$ cat config.mk
export PLATFORM = sky130hd
export DESIGN_NAME = luhn_card_number_check
export DESIGN_NICKNAME = d
export VERILOG_FILES = /design/src/design/luhn_pkg.sv /design/src/design/luhn_card_number_check.sv
export SDC_FILE = /design/constraint.sdc
export NUM_CORES = 1
export LEC_CHECK = 0
export ABC_AREA = 1
export BUFFER_PORTS_ARGS = -buffer_cell sky130_fd_sc_hd__clkbuf_2
export CORE_ASPECT_RATIO = 1.1
export CORE_UTILIZATION = 45
export CTS_CLUSTER_DIAMETER = 200
export DETAILED_ROUTE_END_ITERATION = 7
export MAX_ROUTING_LAYER = met4
export PLACE_DENSITY = 0.66
export SYNTH_ARGS = -nofsm -noshare
export SYNTH_HDL_FRONTEND = slang
export SYNTH_SLANG_ARGS = --single-unit
$ cat constraint.sdc
create_clock -name clk -period 7.4 [get_ports clk]
set_clock_uncertainty 0.1 [all_clocks]
set_input_delay 0.37 -clock clk [delete_from_list [all_inputs] [get_ports clk]]
set_output_delay 0.37 -clock clk [all_outputs]
set_load 0.01 [all_outputs]
$ cat src/design/luhn_pkg.sv
// Package for the Luhn card number checker: types, constants and divide-by-ten helpers.
package luhn_pkg;

	localparam int IN_W       = 63;
	localparam int IN_TDATA_W = 64;
	localparam int OUT_W      = 12;
	localparam int OUT_TDATA_W = 16;
	localparam int SUM_W      = 8;
	localparam int COUNT_W    = 5;
	localparam int DIGIT_W    = 4;

	// the dividend is walked in 16-bit chunks, one chunk per cycle
	localparam int CHUNK_W    = 16;
	localparam int CHUNKS     = IN_TDATA_W / CHUNK_W;
	localparam int STEP_W     = $clog2(CHUNKS);

	localparam int MAX_DIGITS_DEF = 19;

	localparam logic [COUNT_W-1:0] LEN_MIN = 5'd13;
	localparam logic [COUNT_W-1:0] LEN_MAX = 5'd16;

	localparam logic [DIGIT_W-1:0] LEAD_AMEX       = 4'd3;
	localparam logic [DIGIT_W-1:0] LEAD_VISA       = 4'd4;
	localparam logic [DIGIT_W-1:0] LEAD_MASTERCARD = 4'd5;

	typedef enum logic [1:0] {
		BRAND_NONE       = 2'd0,
		BRAND_AMEX       = 2'd1,
		BRAND_VISA       = 2'd2,
		BRAND_MASTERCARD = 2'd3
	} brand_t;

	typedef enum logic [1:0] {
		ST_IDLE,
		ST_DIGIT,
		ST_CLASSIFY
	} state_t;

	typedef struct packed {
		logic [CHUNK_W-1:0] quo;
		logic [DIGIT_W-1:0] rem;
	} div10_step_t;

	// One long-division step by ten over a 16-bit chunk, remainder of the chunk above
	// carried in. The dividend stays below 655360, where 419431 / 2^22 is exact.
	function automatic div10_step_t div10_step(input logic [DIGIT_W-1:0] rem_in,
			input logic [CHUNK_W-1:0] chunk);
		logic [19:0]  x;
		logic [38:0]  prod;
		logic [15:0]  q;
		logic [19:0]  diff;
		div10_step_t  res;
		x    = {rem_in, chunk};
		prod = {19'd0, x} * 39'd419431;
		q    = prod[37:22];
		diff = x - ({4'd0, q} * 20'd10);
		res.quo = q;
		res.rem = diff[3:0];
		return res;
	endfunction

	// Remainder of the digit sum by ten; exact for sums below 1029.
	function automatic logic [DIGIT_W-1:0] sum_mod10(input logic [SUM_W-1:0] s);
		logic [18:0]      prod;
		logic [SUM_W-1:0] q;
		logic [SUM_W-1:0] diff;
		prod = {11'd0, s} * 19'd205;
		q    = prod[18:11];
		diff = s - SUM_W'(q * 8'd10);
		return diff[3:0];
	endfunction

endpackage

$ cat src/design/luhn_card_number_check.sv
// Luhn card number checker: iterative decimal digit walk and brand classification.
// Sequence: after the input transfer each of the N decimal digits (at most MAX_DIGITS,
//   none for zero) takes one pass over all chunks, then a classification state loads m_tdata.
// A new item is accepted only in idle, once the last result is loaded into the output; the
//   divide-by-ten unit does one 16-bit chunk per cycle and is shared across all digits.
// Reset (arst_n low) clears the sequencer and the output valid; no result is pending.
module luhn_card_number_check #(
	parameter int MAX_DIGITS = luhn_pkg::MAX_DIGITS_DEF
) (
	input  logic                               clk,
	input  logic                               arst_n,
	input  logic                               s_tvalid,
	output logic                               s_tready,
	input  logic [luhn_pkg::IN_TDATA_W-1:0]    s_tdata,  // [62:0] card_number
	output logic                               m_tvalid,
	input  logic                               m_tready,
	output logic [luhn_pkg::OUT_TDATA_W-1:0]   m_tdata   // [1:0] brand, [2] luhn_ok,
	                                                     // [7:3] digit_count,
	                                                     // [11:8] leading_digit
);

	luhn_pkg::state_t state_q, state_nxt;

	logic [luhn_pkg::IN_TDATA_W-1:0] value_q;
	logic [luhn_pkg::DIGIT_W-1:0]    rem_q;
	logic [luhn_pkg::STEP_W-1:0]     step_q;
	logic [luhn_pkg::SUM_W-1:0]   sum_q;
	logic [luhn_pkg::COUNT_W-1:0] count_q;
	logic [luhn_pkg::DIGIT_W-1:0] lead_q;
	logic                         odd_q;

	logic                           m_valid_q;
	logic [luhn_pkg::OUT_W-1:0]     m_data_q;

	logic                         in_xfer;
	logic                         load_out;
	logic                         last_digit;
	logic                         digit_done;
	luhn_pkg::div10_step_t        dv;
	logic [luhn_pkg::IN_TDATA_W-1:0] quo_next;
	logic [luhn_pkg::COUNT_W-1:0] count_inc;
	logic [4:0]                   dbl;
	logic [luhn_pkg::DIGIT_W-1:0] digit_val;

	logic [luhn_pkg::COUNT_W-1:0] count_fin;
	logic [luhn_pkg::DIGIT_W-1:0] lead_fin;
	logic                         luhn_ok;
	luhn_pkg::brand_t             brand;

	// shared divide-by-ten unit: top chunk in, quotient chunk shifted in at the bottom,
	// so after the last step value holds the full quotient and dv.rem the digit
	assign dv         = luhn_pkg::div10_step(rem_q,
		value_q[luhn_pkg::IN_TDATA_W-1 -: luhn_pkg::CHUNK_W]);
	assign quo_next   = {value_q[luhn_pkg::IN_TDATA_W-luhn_pkg::CHUNK_W-1:0], dv.quo};
	assign digit_done = (step_q == luhn_pkg::STEP_W'(luhn_pkg::CHUNKS - 1));
	assign count_inc  = count_q + 5'd1;
	assign last_digit = digit_done &&
		((quo_next == '0) || (count_inc == luhn_pkg::COUNT_W'(MAX_DIGITS)));

	// every second digit from the right is doubled, two-digit results folded
	always_comb begin
		dbl = {dv.rem, 1'b0};
		if (!odd_q) begin
			digit_val = dv.rem;
		end else if (dbl > 5'd9) begin
			digit_val = luhn_pkg::DIGIT_W'(dbl - 5'd9);
		end else begin
			digit_val = dbl[luhn_pkg::DIGIT_W-1:0];
		end
	end

	// next state
	always_comb begin
		state_nxt = state_q;
		unique case (state_q)
			luhn_pkg::ST_IDLE: begin
				if (in_xfer) begin
					if (s_tdata[luhn_pkg::IN_W-1:0] == '0) begin
						state_nxt = luhn_pkg::ST_CLASSIFY;
					end else begin
						state_nxt = luhn_pkg::ST_DIGIT;
					end
				end
			end
			luhn_pkg::ST_DIGIT: begin
				if (last_digit) begin
					state_nxt = luhn_pkg::ST_CLASSIFY;
				end
			end
			luhn_pkg::ST_CLASSIFY: begin
				if (load_out) begin
					state_nxt = luhn_pkg::ST_IDLE;
				end
			end
			default: state_nxt = luhn_pkg::ST_IDLE;
		endcase
	end

	// outputs of the sequencer
	always_comb begin
		s_tready = (state_q == luhn_pkg::ST_IDLE);
		load_out = (state_q == luhn_pkg::ST_CLASSIFY) && (!m_valid_q || m_tready);
	end

	assign in_xfer = s_tvalid && s_tready;

	always_ff @(posedge clk or negedge arst_n) begin
		if (!arst_n) begin
			state_q <= luhn_pkg::ST_IDLE;
		end else begin
			state_q <= state_nxt;
		end
	end

	// digit walk datapath
	always_ff @(posedge clk) begin
		if (in_xfer) begin
			value_q <= {1'b0, s_tdata[luhn_pkg::IN_W-1:0]};
			rem_q   <= '0;
			step_q  <= '0;
			sum_q   <= '0;
			count_q <= '0;
			lead_q  <= '0;
			odd_q   <= 1'b0;
		end else if (state_q == luhn_pkg::ST_DIGIT) begin
			value_q <= quo_next;
			step_q  <= step_q + luhn_pkg::STEP_W'(1);
			if (digit_done) begin
				rem_q   <= '0;
				sum_q   <= sum_q + luhn_pkg::SUM_W'(digit_val);
				count_q <= count_inc;
				lead_q  <= dv.rem;
				odd_q   <= ~odd_q;
			end else begin
				rem_q   <= dv.rem;
			end
		end
	end

	// classification; zero counts as the single digit 0
	always_comb begin
		count_fin = (count_q == '0) ? 5'd1 : count_q;
		lead_fin  = (count_q == '0) ? '0 : lead_q;
		luhn_ok   = (luhn_pkg::sum_mod10(sum_q) == '0);
		brand     = luhn_pkg::BRAND_NONE;
		if (luhn_ok && (count_fin >= luhn_pkg::LEN_MIN) && (count_fin <= luhn_pkg::LEN_MAX)) begin
			priority if (lead_fin == luhn_pkg::LEAD_AMEX) begin
				brand = luhn_pkg::BRAND_AMEX;
			end else if (lead_fin == luhn_pkg::LEAD_VISA) begin
				brand = luhn_pkg::BRAND_VISA;
			end else if (lead_fin == luhn_pkg::LEAD_MASTERCARD) begin
				brand = luhn_pkg::BRAND_MASTERCARD;
			end else begin
				brand = luhn_pkg::BRAND_NONE;
			end
		end
	end

	// output register
	always_ff @(posedge clk or negedge arst_n) begin
		if (!arst_n) begin
			m_valid_q <= 1'b0;
		end else if (load_out) begin
			m_valid_q <= 1'b1;
		end else if (m_tready) begin
			m_valid_q <= 1'b0;
		end
	end

	always_ff @(posedge clk) begin
		if (load_out) begin
			m_data_q <= {lead_fin, count_fin, luhn_ok, brand};
		end
	end

	assign m_tvalid = m_valid_q;
	assign m_tdata  = {{(luhn_pkg::OUT_TDATA_W - luhn_pkg::OUT_W){1'b0}}, m_data_q};

endmodule
* Yosys cells after proc, flatten, opt, wreduce, memory -nomap -nowiden
Cells that the tools add are included.
** Storage, ports and cells
- Word-level logic and storage cells :: 73
- Flip-flop bits (word level) :: 103
- Bits of input ports :: 68
- Output and inout port bits :: 18
** Operators by class
- $lt $le $gt $ge :: 3
- Reductions and logical operators :: 18
- Muxes and demuxes :: 17
- $add $sub $neg :: 6
- $mul :: 4
- Equality and inequality tests :: 10
- Bitwise gates (word level) :: 2
** Operators with widths (number)
- $mux W63 :: 2
- $logic_not A64 Y1 :: 1
- $logic_not A63 Y1 :: 1
- $mul A20 B19 Y38 const B :: 1
- $mul A16 B3 Y3 const B :: 1
- $mul A8 B8 Y16 const B :: 1
- $mux W4 :: 4
- $mux W2 :: 6
- $add A8 B4 Y8 :: 1
- $eq A4 B3 Y1 const B :: 2
- $sub A4 B4 Y4 :: 2
- $pmux W2 S3 :: 1
- $add A5 B1 Y5 const B :: 1
- $eq A5 B5 Y1 const B :: 1
- $ge A5 B4 Y1 const B :: 1
- $gt A5 B4 Y1 const B :: 1
- $le A5 B5 Y1 const B :: 1
- $logic_and A1 B1 Y1 :: 5
- $logic_not A5 Y1 :: 1
- $mul A5 B3 Y3 const B :: 1
- $mux W5 :: 1
- $eq A2 B2 Y1 const B :: 2
- $eq A4 B2 Y1 const B :: 1
- $logic_not A4 Y1 :: 1
- 14 further kinds :: 20

* Depth between registers and ports, before layout
Gate-level depths: netlist (run 1).
- Depth after elaboration :: 8
- Depth in mapped cells :: 41
- Depth with buffers taken out :: 41

* Worst setup path after synthesis (run 1)
OpenSTA, ideal clock, no wires.
- Path kind :: reg-to-reg
- Start point :: register value_q[52] in the netlist's numbering
- End point :: register sum_q[5] in the netlist's numbering
- Setup slack :: 0.171 ns
- Data arrival time :: 7.007 ns
- Period minus slack after synthesis :: 7.229 ns
- Required time :: 7.178 ns
- Stages on the path, launching flop included :: 37
- Setup time :: 0.122 ns
- Path buffers :: 0
- Cells stage by stage :: edfxtp_1 ha_1 inv_1 fa_1 inv_1 fa_1 inv_1 fa_1 inv_1 fa_1 fa_1 ha_1 nand2_1 o21ai_0 inv_1 nand2_1 inv_1 nand2_2 xor2_1 ha_1 inv_1 fa_1 xor2_1 nand3b_1 nand2_2 a21oi_1 nor2_1 nor2_1 ha_1 a21oi_1 inv_1 a31oi_1 nor2_1 o21ai_0 nor2_1 o21ai_0 a21oi_1
** On the way
- Cells in the longest elaborated chain, start to end :: 7
- Elaborated cells on any way between the ends :: 8
- Those cells by class :: add/sub: 3; mul: 2; order compare: 1; mux: 2
** RTL lines
- start: declaration :: RTL line luhn_card_number_check.sv:24 : logic [luhn_pkg::IN_TDATA_W-1:0] value_q;
- start signal: assignment :: RTL line luhn_card_number_check.sv:118 : value_q <= {1'b0, s_tdata[luhn_pkg::IN_W-1:0]};
- start signal: assignment :: RTL line luhn_card_number_check.sv:126 : value_q <= quo_next;
- $mul A20 B19 Y38 (*) :: RTL line luhn_pkg.sv:54 : prod = {19'd0, x} * 39'd419431;
- $mul A16 B3 Y3 (*) :: RTL line luhn_pkg.sv:56 : diff = x - ({4'd0, q} * 20'd10);
- $sub A4 B4 Y4 (*) :: RTL line luhn_pkg.sv:56
- $sub A4 B4 Y4 / $gt A5 B4 Y1 (equally long branches) :: RTL line luhn_card_number_check.sv:66, luhn_card_number_check.sv:65
- $mux W4 :: RTL line luhn_card_number_check.sv:65 : end else if (dbl > 5'd9) begin
- $mux W4 (*) :: RTL line luhn_card_number_check.sv:63 : if (!odd_q) begin
- $add A8 B4 Y8 (*) :: RTL line luhn_card_number_check.sv:130 : sum_q <= sum_q + luhn_pkg::SUM_W'(digit_val);
- end signal: assignment :: RTL line luhn_card_number_check.sv:130
- end: declaration :: RTL line luhn_card_number_check.sv:27 : logic [luhn_pkg::SUM_W-1:0] sum_q;
Mark *: on every way between the ends. The rest lies on a longest branch, timed or not.
A chain may end at the register's enable or synchronous reset.

* Worst setup path after layout (run 1)
- Start point :: register value_q[54] in the netlist's numbering
- End point :: register sum_q[7] in the netlist's numbering
The elaborated chain is that of the path after synthesis.

==> run_results.csv, run 1 <==
group,metric,value,unit
yosys,ys_warn_count,0,
yosys,synth_area_per_cell,8.29,um2
global_route,grt-ovfl-total,0,
setup_path,slowest_stage,"fa_2",
setup_path,crit_arrival,7.66,ns
floorplan,initial_core_util,45.7,%
floorplan,core,29600,um2
route,wl_per_cell,16.8,um
timing,hold_viol,0,
finish,finalNonFillerCells,2223,
clock_tree,htreeDepth,3,
timing,setup_viol,2,
run,drv_cap,0,
route,via_count,11129,
yosys,yosys-top-cells-area,"fa_1, ha_1, edfxtp_1",
placed_design,placed_cells,2185,
timing,rsz0062_at_grt,"true",
route,drc,0,
clock_tree,clockBufferDepth,2,
finish,antenna_cells,0,
timing,finalWorstSetupSlack,-0.0662,ns
floorplan,fp.dieW,168,um
setup_path,cp-end-kind,"flop",
setup_path,worstReg2RegStart,"value_q[54]",
timing,worst_pin_slew,0.951,ns
min_path,hold_depth,2,
clock_tree,cts_root_buf,"clkbuf_16",
setup_path,reg2reg_depth,38,
finish,fillers,2779,
yosys,yosysMostFrequentCell,"inv_1",
global_route,antenna_found_initial,0,
placed_design,hpwl,31700,um
route,firstDrtPassIters,5,
yosys,synth_top_area_share,21.8,%
yosys,ys_ff_latch,103,
global_route,grt_pass1_vias,11493,
setup_path,cp_num_buf_inv,8,
timing,slew_headroom,36.4,%
yosys,seq_area_frac_synth,20.9,%
route,drtIter0Drc,756,
finish,area_growth,19.6,%
placed_design,io_buffers,80,
status,outcome,"finished with violations",
clock_tree,clk_latency,0.36,ns
setup_path,crit_cells,38,
setup_path,cp_max_fo,5,
setup_path,cp_top_family,"adder cells",
placed_design,place_congestion,0.957,
floorplan,die-area,30800,um2
clock_tree,cts_made_buffers,9,
setup_path,worstPathRequired,7.60,ns
min_path,hold_path_class,"in -> reg",
global_route,grt_max_degree,90,
finish,drive_above_1_share,18.6,%
setup_path,worstSetupPathType,"reg -> reg",
status,failed_checks,"setup timing",
yosys,synth_top_area_cell,"fa_1",
route,vias_per_cell,5.01,
floorplan,core.rowCount,66,
floorplan,ios,86,
timing,drv_slew,0,
yosys,synthesis.area,13600,um2
route,postRouteWirelength,37400,um
clock_tree,cts_tree,"built",
route,drtAntennaViolNets,0,
setup_path,crit_path_start,"value_q[54]",
timing,fin_crit_sh,101,%
clock_tree,clkSinkCount,103,
yosys,async_flop_share,2.91,%
finish,final_nets,2272,
yosys,synth_edf_count,75,
setup_path,worst_path_most_repeated_cell,"inv_2",
setup_path,critPathMaxStageDelay,0.61,ns
timing,min_period,7.47,ns
yosys,synth_common_cells,"inv_1, nand2_1, ha_1",
min_path,min_from,"m_tready",
yosys,synth_ff_type,"edfxtp_1",
yosys,yosysUniqueCellTypes,39,
floorplan,die_y,184,um
yosys,syn_inst,1635,
global_route,grt_first_pass_wirelength,59100,um
setup_path,crit_path_start_kind,"flop",
global_route,groute.usage.overall,25.8,%
clock_tree,clkTransAtPathRegs,0.09,ns
timing,fmax,0.134,GHz
[layout by cell type (no fill, tap or decap), types with 12 or more instances in the layout]
master      n
inv_1     406
nand2_1   303
ha_1      185
fa_1      142
buf_4     129
nor2_1     80
clkbuf_2   80
edfxtp_1   75
o21ai_0    69
a21oi_1    57
nand3_1    35
dfxtp_1    24
nor4_1     23
ha_4       21
inv_2      20
xor2_1     18
nand4_1    17
xnor2_1    12
[final cells by class]
class	count	area [um2]	share of cell area, %
repair buffers	220	1490	9.19
clock inverters	7	91.3	0.563
well taps	374	468	2.88
multi-input cells	1083	9520	58.7
inverters	427	1600	9.88
clock buffers	9	225	1.39
flip-flops and latches	103	2830	17.4
[final timing paths]
path                               to  slack (ns)
max                          sum_q[7]       -0.07
min                          m_tvalid        0.10
max reg2reg                  sum_q[7]       -0.07
min reg2reg                 step_q[1]        0.37
max in group asynchronous  state_q[1]        6.87
min in group asynchronous  state_q[0]        0.23
[sequential cells by signal, summed over array words and instances (netlist names)]
name / count
step_q: 2
value_q: 64
count_q: 5
lead_q: 4
rem_q: 4
sum_q: 8
state_q: 2
odd_q: 1
m_data_q: 12
m_tvalid: 1
[cells by family (layout without fill, tap and decap cells)]
| family | count (synthesis) | after routing | synth area share [%] |
|---|---|---|---|
| flip-flops | 103 | 103 | 20.9 |
| other | 1 | 4 | 0.0277 |
| buffers and inverters | 452 | 663 | 12.6 |
| adder cells (fa/ha/maj) | 360 | 360 | 41.4 |
| AND/OR/NAND/NOR | 509 | 509 | 16.0 |
| XOR/XNOR | 34 | 34 | 2.20 |
| AO/OA/AOI/OAI | 176 | 176 | 6.88 |
[stage by stage]
| step | hold slack (ns) | TNS [ns] | setup slack [ns] | utilization (%) | instance area [um2] |
|---|---|---|---|---|---|
| floorplan | -0.0256 | 0 | 0.171 | - | 13600 |
| global placement | 0.0677 | -0.443 | -0.147 | 51.4 | 15200 |
| detailed placement | 0.0704 | -0.772 | -0.216 | 51.4 | 15200 |
| CTS | 0.102 | 0 | 0.00107 | 53.3 | 15800 |
| global route | 0.108 | -1.55 | -0.402 | 54.7 | 16200 |
| finish | 0.104 | -0.125 | -0.0662 | 54.7 | 16200 |
[routing by layer]
metal  wire [um]  track usage [%]  up-vias  share of wire (%)
met3        1440             2.73       67                3.9
met1       16000             31.9     5280                 43
met2       18400             43.3      259                 49
li1            -                -     5523                  -
met5           0                -        -                  0
met4        1570             10.1        0                4.2
[what timing repair did]
| action | in CTS | in global routing |
|---|---|---|
| gates resized for setup | 28 | 86 |
| endpoints found under the hold margin | 3 | 0 |
| pin swaps | 16 | 72 |
| gates cloned | 0 | 0 |
| setup buffers | 7 | 16 |
| hold buffers | 1 | 0 |
| setup endpoints to repair | 5 | 7 |
Power of run 1 is left out: the tool's default activity adds up to more than one toggle a clock period on the data nets, which glitch-free logic cannot reach.
==> run 2, diff against run 1 <==
==> constraint.sdc (replaced) <==
create_clock -name clk -period 6.65 [get_ports clk]
set_clock_uncertainty 0.1 [all_clocks]
set_input_delay 0.3325 -clock clk [delete_from_list [all_inputs] [get_ports clk]]
set_output_delay 0.3325 -clock clk [all_outputs]
set_load 0.01 [all_outputs]
==> run 2 against run 1 <==
  * The run still ends with setup timing left
  * Final cell count grew 2.2%
  * Critical path depth grew 3
  * Sequential cell count is the same
  * Routed wire length grew 0.44%
  * Fmax grew 0.88%
  * First-iteration DRC count shrank 17%
  * Sequential share of layout area shrank 0.44 points
  * Non-clock buffer count grew 50
  * Die area is the same
  * Critical path type unchanged
  * Largest cell class unchanged
==> run_results.csv, run 2 (synthesis gave the netlist of run 1 again) <==
group,metric,value,unit
finish,drive_above_1_share,20.8,%
global_route,grt-ovfl-total,0,
route,wl_per_cell,16.5,um
finish,regMostFlops,"value_q",
placed_design,hpwl,32500,um
setup_path,cp_max_fo,5,
route,vias_per_cell,5.01,
route,drc,0,
setup_path,rrSetupSlack,-0.75,ns
floorplan,fp.dieW,168,um
global_route,grt_pass1_vias,11683,
route,routed.top_layer,"met4",
setup_path,reg2reg_depth,41,
timing,worst_pin_slew,1.09,ns
placed_design,place_congestion,0.980,
route,met3_length,1640,um
finish,layout_common_cells,"inv_1, nand2_1, ha_1",
finish,fillers,2654,
timing,hold_viol,0,
global_route,groute.usage.overall,26.1,%
clock_tree,htreeDepth,3,
clock_tree,clkTransAtPathRegs,0.07,ns
timing,fmax,0.135,GHz
min_path,hold_path_class,"in -> reg",
setup_path,worstSetupPathType,"reg -> reg",
floorplan,die-area,30800,um2
run,drv_cap,0,
setup_path,worstReg2RegStart,"value_q[55]",
timing,finalWorstSetupSlack,-0.751,ns
clock_tree,clkSinkCount,103,
clock_tree,cts_made_buffers,9,
finish,reg.largest.list,"value_q (64), m_data_q (12), sum_q (8)",
placed_design,io_buffers,80,
setup_path,r2r_end,"sum_q[7]",
finish,largest_reg_flops,64,
min_path,min_from,"m_tready",
clock_tree,cts_tree,"built",
floorplan,initial_core_util,45.7,%
timing,fin_crit_sh,111,%
timing,slew_headroom,27.4,%
route,drtAntennaViolNets,0,
setup_path,crit_path_start_kind,"flop",
setup_path,worstPathRequired,6.84,ns
global_route,grt_max_degree,90,
placed_design,dp_slack,-0.931,ns
route,firstDrtPassIters,5,
clock_tree,clockBufferDepth,2,
timing,drv_slew,0,
global_route,antenna_found_initial,0,
finish,area_growth,22.7,%
finish,finish.utilization,56.1,%
setup_path,crit_end,"sum_q[7]",
route,postRouteWirelength,37500,um
setup_path,worst_path_most_repeated_cell,"inv_2",
setup_path,crit_path_start,"value_q[55]",
route,wl_met2,18100,um
floorplan,core,29600,um2
route,wl_met1,16600,um
floorplan,ios,86,
floorplan,die_y,184,um
timing,rsz0062_at_grt,"true",
route,drtIter0Drc,626,
setup_path,cp-end-kind,"flop",
status,outcome,"finished with violations",
status,failed_checks,"setup timing",
setup_path,slowest_stage,"fa_1",
finish,final_nets,2322,
finish,final_common_cell,"inv_1",
clock_tree,clk_latency,0.36,ns
clock_tree,cts_root_buf,"clkbuf_16",
setup_path,crit_arrival,7.59,ns
route,via_count,11379,
finish,antenna_cells,0,
timing,min_period,7.40,ns
timing,setup_viol,7,
global_route,grt_first_pass_wirelength,60100,um
floorplan,core.rowCount,66,
timing,hold_ws,0.0755,ns
setup_path,critPathMaxStageDelay,0.54,ns
## run 2: repair_timing
item | in CTS | in global routing
cloned | 0 | 0
setup endpoints to repair | 8 | 10
buffers inserted | 19 | 8
resized for setup | 21 | 45
endpoints found under the hold margin | 3 | 0
hold buffers | 1 | 0
pin swaps | 29 | 23
## run 2: worst max-delay path, delay by kind of cell, from the launching register on
kind / cells / cell delay (ns)
xor+xnor: 2 / 0.31
compound gates: 5 / 0.76
flops: 1 / 0.38
fa+ha+maj: 10 / 3.83
simple gates: 13 / 1.17
buf+inv: 11 / 0.75
## run 2: area by class of cell
class | instances | area, um2 | share of cell area (%)
Clock inverter | 4 | 32.5 | 0.196
Inverter | 427 | 1600 | 9.63
Sequential cell | 103 | 2830 | 17.0
Clock buffer | 12 | 262 | 1.57
Timing Repair Buffer | 270 | 1870 | 11.2
Multi-Input combinational cell | 1083 | 9580 | 57.6
Tap cell | 374 | 468 | 2.81
## run 2: stage by stage
step	area [um2]	cells	TNS (ns)
4_1_cts	16400	2267	-4.17
6_report	16600	2273	-4.19
5_1_grt	16600	2273	-6.47
3_3_place_gp	15900	2231	-4.26
2_1_floorplan	13900	1638	-0.938
3_5_place_dp	15900	2231	-5.56
## run 2: metal layers
metal	track usage, %	vias to the layer above
li1	-	5625
met1	33.3	5409
met2	43.8	287
met3	1.98	58
met4	9.03	0
met5	-	-
## run 2: worst min-delay path by stage
stage | cells past startpoint | slack [ns] | end
6_report | 2 | 0.08 | m_tvalid
5_1_grt | 2 | 0.08 | m_tvalid
4_1_cts | 2 | 0.07 | m_tvalid
3_5_place_dp | 1 | 0.03 | m_tvalid
3_3_place_gp | 1 | 0.03 | m_tvalid
2_1_floorplan | 0 | -0.06 | m_tvalid
Power of run 2 is left out for the same reason.
